==> config.mk <==
export PLATFORM = sky130hd
export DESIGN_NAME = epoch_seconds_to_calendar
export DESIGN_NICKNAME = d
export VERILOG_FILES = /design/src/hdl/e2c_pkg.sv /design/src/hdl/epoch_seconds_to_calendar.sv
export SDC_FILE = /design/constraint.sdc
export NUM_CORES = 2
export LEC_CHECK = 0
export BUFFER_PORTS_ARGS = -buffer_cell sky130_fd_sc_hd__buf_2
export CORE_ASPECT_RATIO = 0.7
export CORE_MARGIN = 4
export CORE_UTILIZATION = 30
export DETAILED_ROUTE_END_ITERATION = 7
export GPL_ROUTABILITY_DRIVEN = 0
export PLACE_DENSITY = 0.53
export REMOVE_ABC_BUFFERS = 1
export SETUP_SLACK_MARGIN = 0.02
export SYNTH_ARGS = -nofsm -noshare
export SYNTH_HDL_FRONTEND = slang
export SYNTH_SLANG_ARGS = --single-unit
==> constraint.sdc <==
create_clock -name clk -period 7.1 [get_ports clk]
set_input_delay 0.71 -clock clk [delete_from_list [all_inputs] [get_ports clk]]
set_output_delay 0.71 -clock clk [all_outputs]
set_load 0.01 [all_outputs]
==> src/hdl/e2c_pkg.sv <==
// constants and helper functions for the epoch seconds to calendar converter
package e2c_pkg;

  // seconds per day split as 2^7 * 675; quotient by reciprocal 2^35 / 675
  localparam int unsigned DAY_PRE_SHIFT = 7;
  localparam int unsigned DAY_SHIFT     = 35;
  localparam logic [25:0] DAY_RECIP     = 26'd50903317;
  localparam logic [16:0] SECS_PER_DAY  = 17'd86400;

  // days / 365 by reciprocal 2^25 / 365
  localparam int unsigned YEAR_SHIFT    = 25;
  localparam logic [16:0] YEAR_RECIP    = 17'd91930;
  localparam logic [16:0] DAYS_PER_YEAR = 17'd365;

  // (days + 4) / 7 by reciprocal 2^19 / 7
  localparam int unsigned WEEK_SHIFT    = 19;
  localparam logic [16:0] WEEK_RECIP    = 17'd74899;
  localparam logic [15:0] DAYS_PER_WEEK = 16'd7;
  localparam logic [15:0] EPOCH_WEEKDAY = 16'd4;

  // seconds of day / 3600 by reciprocal 2^30 / 3600
  localparam int unsigned HOUR_SHIFT    = 30;
  localparam logic [18:0] HOUR_RECIP    = 19'd298262;
  localparam logic [16:0] SECS_PER_HOUR = 17'd3600;

  // seconds of hour / 60 by reciprocal 2^18 / 60
  localparam int unsigned MIN_SHIFT     = 18;
  localparam logic [12:0] MIN_RECIP     = 13'd4370;
  localparam logic [11:0] SECS_PER_MIN  = 12'd60;

  // 1970 - 1900
  localparam logic [7:0] YEAR_OFFSET    = 8'd70;
  // 2100 - 1970, the one century year in range that is not leap
  localparam logic [7:0] YEAR_2100      = 8'd130;
  // multiples of four up to 1969
  localparam logic [11:0] QUADS_TO_1969 = 12'd492;
  localparam logic [11:0] YEAR_1969     = 12'd1969;
  localparam logic [11:0] YEAR_2099     = 12'd2099;
  localparam int unsigned LAST_MONTH    = 11;

  // leap days in years 1970 .. 1970 + yoff - 1
  function automatic logic [5:0] leaps_before(input logic [7:0] yoff);
    logic [11:0] last;
    logic [11:0] quads;
    last  = YEAR_1969 + 12'(yoff);
    quads = (last >> 2) - QUADS_TO_1969;
    if (last > YEAR_2099) begin
      quads = quads - 12'd1;
    end
    return quads[5:0];
  endfunction

  // leap flag of year 1970 + yoff
  function automatic logic is_leap(input logic [7:0] yoff);
    logic [7:0] sum;
    sum = yoff + 8'd2;
    return (sum[1:0] == 2'd0) && (yoff != YEAR_2100);
  endfunction

  // day of year at which the month after month m starts, non-leap
  function automatic logic [8:0] month_end(input logic [3:0] m);
    logic [8:0] v;
    case (m)
      4'd0:    v = 9'd31;
      4'd1:    v = 9'd59;
      4'd2:    v = 9'd90;
      4'd3:    v = 9'd120;
      4'd4:    v = 9'd151;
      4'd5:    v = 9'd181;
      4'd6:    v = 9'd212;
      4'd7:    v = 9'd243;
      4'd8:    v = 9'd273;
      4'd9:    v = 9'd304;
      4'd10:   v = 9'd334;
      default: v = 9'd365;
    endcase
    return v;
  endfunction

  // first zero-based day of year of month m
  function automatic logic [8:0] month_start(input logic [3:0] m, input logic leap);
    logic [8:0] v;
    case (m)
      4'd0:    v = 9'd0;
      4'd1:    v = 9'd31;
      4'd2:    v = 9'd59;
      4'd3:    v = 9'd90;
      4'd4:    v = 9'd120;
      4'd5:    v = 9'd151;
      4'd6:    v = 9'd181;
      4'd7:    v = 9'd212;
      4'd8:    v = 9'd243;
      4'd9:    v = 9'd273;
      4'd10:   v = 9'd304;
      default: v = 9'd334;
    endcase
    if (leap && (m >= 4'd2)) begin
      v = v + 9'd1;
    end
    return v;
  endfunction

endpackage

==> src/hdl/epoch_seconds_to_calendar.sv <==
// Converts a 32-bit count of seconds since 1970-01-01 00:00:00 UTC into time of day
// and Gregorian date. Six register stages: a word accepted into stage 1 passes through stages
// 2 to 5 into the output register, and one word is accepted every cycle while the output
// is taken. Stage depth is set by the constant-reciprocal multipliers (divide by 86400, 365,
// 7, 3600 and 60), at most one multiply deep per stage. Each stage holds its word until the
// next stage has room, so bubbles close up and a stalled output still lets the earlier
// stages fill.
module epoch_seconds_to_calendar
  import e2c_pkg::*;
(
  input  logic        clk,
  input  logic        rst,
  input  logic        in_valid,
  output logic        in_stall,
  input  logic [31:0] epoch_seconds,
  output logic        out_valid,
  input  logic        out_stall,
  output logic [5:0]  second,
  output logic [5:0]  minute,
  output logic [4:0]  hour,
  output logic [4:0]  day_of_month,
  output logic [3:0]  month_index,
  output logic [7:0]  years_since_1900,
  output logic [2:0]  weekday,
  output logic [8:0]  day_of_year
);

  // stage enables
  logic en1, en2, en3, en4, en5, en6;

  // stage 1: days since epoch
  logic        s1_vld;
  logic [15:0] s1_days;
  logic [16:0] s1_low;
  logic [50:0] day_prod;

  // stage 2: seconds of day, year estimate, week quotient
  logic        s2_vld;
  logic [15:0] s2_days;
  logic [16:0] s2_rem;
  logic [7:0]  s2_yoff;
  logic [15:0] s2_wv;
  logic [13:0] s2_q7;
  logic [32:0] dsec_prod;
  logic [32:0] year_prod;
  logic [32:0] week_prod;
  logic [15:0] wv;

  // stage 3: days before estimated year, hour, weekday
  logic        s3_vld;
  logic [15:0] s3_days;
  logic [16:0] s3_base;
  logic [7:0]  s3_yoff;
  logic [4:0]  s3_hour;
  logic [16:0] s3_rem;
  logic [2:0]  s3_wday;
  logic [35:0] hour_prod;
  logic [15:0] wdiff;

  // stage 4: corrected year and day of year
  logic        s4_vld;
  logic [8:0]  s4_yday;
  logic [7:0]  s4_year;
  logic        s4_leap;
  logic [4:0]  s4_hour;
  logic [11:0] s4_rem;
  logic [2:0]  s4_wday;
  logic signed [17:0] dd;
  logic signed [17:0] dfix;
  logic [7:0]  yfin;
  logic        lfin;
  logic [16:0] hsec;

  // stage 5: month and minute
  logic        s5_vld;
  logic [8:0]  s5_yday;
  logic [3:0]  s5_month;
  logic        s5_leap;
  logic [7:0]  s5_year;
  logic [4:0]  s5_hour;
  logic [5:0]  s5_min;
  logic [11:0] s5_rem;
  logic [2:0]  s5_wday;
  logic [3:0]  mcount;
  logic [24:0] min_prod;

  // stage 6 combinational
  logic [11:0] sec_full;
  logic [8:0]  dom_full;

  assign en6 = !out_valid || !out_stall;
  assign en5 = !s5_vld || en6;
  assign en4 = !s4_vld || en5;
  assign en3 = !s3_vld || en4;
  assign en2 = !s2_vld || en3;
  assign en1 = !s1_vld || en2;
  assign in_stall = !en1;

  // stage 1
  assign day_prod = 51'(epoch_seconds[31:DAY_PRE_SHIFT]) * 51'(DAY_RECIP);

  always_ff @(posedge clk) begin
    if (rst) begin
      s1_vld <= 1'b0;
    end else if (en1) begin
      s1_vld <= in_valid;
    end
    if (en1) begin
      s1_days <= day_prod[DAY_SHIFT +: 16];
      s1_low  <= epoch_seconds[16:0];
    end
  end

  // stage 2
  assign dsec_prod = 33'(s1_days) * 33'(SECS_PER_DAY);
  assign year_prod = 33'(s1_days) * 33'(YEAR_RECIP);
  assign wv        = s1_days + EPOCH_WEEKDAY;
  assign week_prod = 33'(wv) * 33'(WEEK_RECIP);

  always_ff @(posedge clk) begin
    if (rst) begin
      s2_vld <= 1'b0;
    end else if (en2) begin
      s2_vld <= s1_vld;
    end
    if (en2) begin
      s2_days <= s1_days;
      s2_rem  <= s1_low - dsec_prod[16:0];
      s2_yoff <= year_prod[YEAR_SHIFT +: 8];
      s2_wv   <= wv;
      s2_q7   <= week_prod[WEEK_SHIFT +: 14];
    end
  end

  // stage 3
  assign hour_prod = 36'(s2_rem) * 36'(HOUR_RECIP);
  assign wdiff     = s2_wv - 16'(16'(s2_q7) * DAYS_PER_WEEK);

  always_ff @(posedge clk) begin
    if (rst) begin
      s3_vld <= 1'b0;
    end else if (en3) begin
      s3_vld <= s2_vld;
    end
    if (en3) begin
      s3_days <= s2_days;
      s3_base <= 17'(17'(s2_yoff) * DAYS_PER_YEAR) + 17'(leaps_before(s2_yoff));
      s3_yoff <= s2_yoff;
      s3_hour <= hour_prod[HOUR_SHIFT +: 5];
      s3_rem  <= s2_rem;
      s3_wday <= wdiff[2:0];
    end
  end

  // stage 4
  assign dd   = $signed({2'b00, s3_days}) - $signed({1'b0, s3_base});
  assign yfin = dd[17] ? (s3_yoff - 8'd1) : s3_yoff;
  assign lfin = is_leap(yfin);
  assign dfix = dd[17] ? (dd + $signed(18'(DAYS_PER_YEAR)) + $signed({17'd0, lfin})) : dd;
  assign hsec = 17'(17'(s3_hour) * SECS_PER_HOUR);

  always_ff @(posedge clk) begin
    if (rst) begin
      s4_vld <= 1'b0;
    end else if (en4) begin
      s4_vld <= s3_vld;
    end
    if (en4) begin
      s4_yday <= dfix[8:0];
      s4_year <= yfin;
      s4_leap <= lfin;
      s4_hour <= s3_hour;
      s4_rem  <= 12'(s3_rem - hsec);
      s4_wday <= s3_wday;
    end
  end

  // stage 5: month is the count of month ends already passed
  always_comb begin
    mcount = 4'd0;
    for (int k = 0; k < LAST_MONTH; k++) begin
      if (s4_yday >= (month_end(4'(k)) + 9'((k >= 1) && s4_leap))) begin
        mcount = mcount + 4'd1;
      end
    end
  end

  assign min_prod = 25'(s4_rem) * 25'(MIN_RECIP);

  always_ff @(posedge clk) begin
    if (rst) begin
      s5_vld <= 1'b0;
    end else if (en5) begin
      s5_vld <= s4_vld;
    end
    if (en5) begin
      s5_yday  <= s4_yday;
      s5_month <= mcount;
      s5_leap  <= s4_leap;
      s5_year  <= s4_year;
      s5_hour  <= s4_hour;
      s5_min   <= min_prod[MIN_SHIFT +: 6];
      s5_rem   <= s4_rem;
      s5_wday  <= s4_wday;
    end
  end

  // stage 6: output register
  assign sec_full = s5_rem - 12'(12'(s5_min) * SECS_PER_MIN);
  assign dom_full = s5_yday - month_start(s5_month, s5_leap) + 9'd1;

  always_ff @(posedge clk) begin
    if (rst) begin
      out_valid <= 1'b0;
    end else if (en6) begin
      out_valid <= s5_vld;
    end
    if (en6) begin
      second           <= sec_full[5:0];
      minute           <= s5_min;
      hour             <= s5_hour;
      day_of_month     <= dom_full[4:0];
      month_index      <= s5_month;
      years_since_1900 <= s5_year + YEAR_OFFSET;
      weekday          <= s5_wday;
      day_of_year      <= s5_yday + 9'd1;
    end
  end

endmodule

==> flow_metrics.tcl <==
set metrics [dict create \
    status "finished clean" \
    ys_warn_count 0 \
    rr_startpoint "s1_days[6]$_DFFE_PN_" \
    clock-root-buffer "clkbuf_16" \
    dr.first_iter.drc_count 929 \
    crit_type "primary input to flop" \
    synth_edf_count 265 \
    area_growth_pct 14.5 \
    avgSynthCellArea_um2 11.1 \
    io_pins 84 \
    cts.path.max_buffers 3 \
    cp_max_fo 5 \
    finalHoldViolations 0 \
    period_share 0.957 \
    ys_seq_elements 276 \
    relSlewSlack 0.255 \
    pre_cts_slack_ns -0.419 \
    final_util 0.348 \
    cts_num_sinks 276 \
    grtUsageTotal 0.134 \
    synth_area_um2 36500 \
    cp.required_ns 7.40 \
    synth_top_area_frac 0.296 \
    cap_violations 0 \
    synth_top_cell_by_area "ha_1" \
    die_h_um 300 \
    grt_max_degree 62 \
    core_um2 120000 \
    cts_max_level 2 \
    die_x_um 425 \
    reg2reg_depth 20 \
    grt_overflow 0 \
    crit_path_end_kind "flop" \
    cts_tree "yes" \
    start_kind "primary input" \
    arrival_ns 7.09 \
    antenna_found_initial 0 \
    io_buffers 83 \
    grt_pass1_vias 24300 \
    drc 0 \
    wl_per_cell_um 15.7 \
    hold_path_class "primary input to flop" \
    dr_total_vias 22700 \
    critPathLaunch "epoch_seconds[20]" \
    die_area_um2 127000 \
    ys_async_sr_fraction 0 \
    worst_slack_ns 0.308 \
    grt_pass1_wl_mm 135 \
    cp-endpoint "s1_days[15]$_DFFE_PN_" \
    drv_slew 0 \
    drt-total-wl_mm 82.3 \
    finalNetCount 4930 \
    rsz0062_at_grt "false" \
    numCtsBuffers 34 \
    start_util 0.304 \
    r2r_slack_ns 0.34 \
    ant_nets 0 \
    synth_ff_type "edfxtp_1" \
    r2r-end "s2_yoff[7]$_DFFE_PP_" \
    drive_gt1_frac 0.116 \
    layout_min_cycle_time_ns 6.79 \
    synthCells 3284 \
    skew_ns 0.0226 \
    path_clk_slew_ns 0.07 \
    rows 106 \
    ys_seq_area_frac 0.224 \
    synth.distinct_cells 83 \
    finalSetupViolCount 0 \
    via_per_inst 4.32 \
    synth.area.top_cells "ha_1, fa_1, edfxtp_1, inv_1, xnor2_1" \
    insertion_delay_ns 0.55 \
    firstDrtPassIters 5 \
    fmax_mhz 147 \
    fill_cells 12000 \
    tightest_slew_ns 1.11 \
    dp_hpwl_mm 71.0 \
]
## layout make-up
class                           instances  area, µm²  area share
Multi-Input combinational cell       2110      25000       0.600
Tap cell                             1620       2030      0.0485
Clock buffer                           39        891      0.0213
Sequential cell                       276       8180       0.196
Clock inverter                         23        267     0.00638
Timing Repair Buffer                  296       2030      0.0485
Inverter                              890       3340      0.0800
Antenna cell                            1       2.50   0.0000599
## cells by family after synthesis
logic type,count (synthesis),synth area share
muxes,19,0.00638
AOI/OAI and AO/OA,316,0.0600
and+or+nand+nor,299,0.0411
adders and majority gates,1286,0.528
xor gates and xnor gates,190,0.0480
buffers and inverters,898,0.0926
DFF,276,0.224
## per-stage QoR
step / hold slack [ns] / instances / setup TNS [ns] / instance area [µm²]
floorplan: 0.400 / 3276 / -0.0411 / 36500
global placement: 0.401 / 5184 / -1.22 / 40500
detailed placement: 0.405 / 5184 / -1.83 / 40500
CTS: 0.276 / 5246 / 0 / 41600
global route: 0.293 / 5254 / 0 / 41800
finish: 0.327 / 5255 / 0 / 41800
## worst min-delay path by stage
stage	start	to	cells after the start
6_report	epoch_seconds[5]	s1_low[5]$_DFFE_PN_	1
5_1_grt	epoch_seconds[5]	s1_low[5]$_DFFE_PN_	1
4_1_cts	epoch_seconds[5]	s1_low[5]$_DFFE_PN_	1
3_5_place_dp	s2_days[10]$_DFFE_PP_	s3_days[10]$_DFFE_PP_	0
3_3_place_gp	s2_days[13]$_DFFE_PP_	s3_days[13]$_DFFE_PP_	0
2_1_floorplan	s5_hour[0]$_DFFE_PN_	hour[0]$_DFFE_PP_	0
## cells in the mapped netlist (24+ instances only)
master / count
ha_1: 863
inv_1: 889
nor2_1: 71
fa_1: 423
xor2_1: 47
o21ai_0: 50
a21o_1: 64
nand4_1: 24
a21oi_1: 83
edfxtp_1: 265
nand2_1: 76
xnor2_1: 135
## worst max-delay path, cell delays in order
cell	delay, ns
buf_2	0.12
buf_4	0.16
ha_1	0.33
ha_1	0.29
inv_1	0.05
fa_1	0.50
inv_1	0.07
fa_1	0.48
fa_1	0.53
fa_1	0.53
fa_1	0.49
ha_1	0.32
a21o_1	0.17
a21o_1	0.18
a21o_1	0.19
a21o_1	0.18
a221oi_2	0.23
o41ai_2	0.16
a221o_1	0.36
o31ai_2	0.24
a31oi_1	0.17
a311o_1	0.36
a21oi_1	0.20
xnor2_1	0.08
## flip-flops by register name (all words and copies together), names as in the netlist, 9 cells and up, named ones only
| name | flops |
|---|---|
| s1_low | 17 |
| s4_yday | 9 |
| s4_rem | 12 |
| s3_days | 16 |
| s3_rem | 12 |
| s3_base | 17 |
| s1_days | 16 |
| s5_yday | 9 |
| s2_days | 16 |
| day_of_year | 9 |
| s2_rem | 17 |
## routing by layer
| layer | GRT usage | part of all wire |
|---|---|---|
| met5 | 0 | 0 |
| met4 | 0.0186 | 0.012 |
| met3 | 0.0291 | 0.056 |
| met2 | 0.190 | 0.39 |
| met1 | 0.209 | 0.54 |
## repair_timing
action / CTS / global route
hold buffers: 0 / 0
gates resized for setup: 0 / 22
buffers inserted: 0 / 8
setup endpoints to repair: 0 / 13
## cell usage in the layout (no fill, tap or decap), types with 6 or more instances in the layout
cell	count
o21ai_0	46
nand3_1	22
nor2b_1	16
a21oi_1	81
a21o_1	64
nand2b_1	16
edfxtp_1	265
buf_2	83
o21bai_1	11
o21ai_1	6
buf_4	212
xor2_1	47
inv_1	886
o21a_1	10
nor3_1	18
a31oi_1	10
and2_1	9
and3_1	13
nor2_1	71
mux2i_1	9
nand2_1	73
xnor2_1	135
nand4_1	24
ha_1	860
fa_1	423
dfxtp_1	11
clkbuf_16	35
a21boi_0	7
or2_2	7
Power is left out: the tool's default activity adds up to more than one toggle a clock period on the data nets, which glitch-free logic cannot reach.
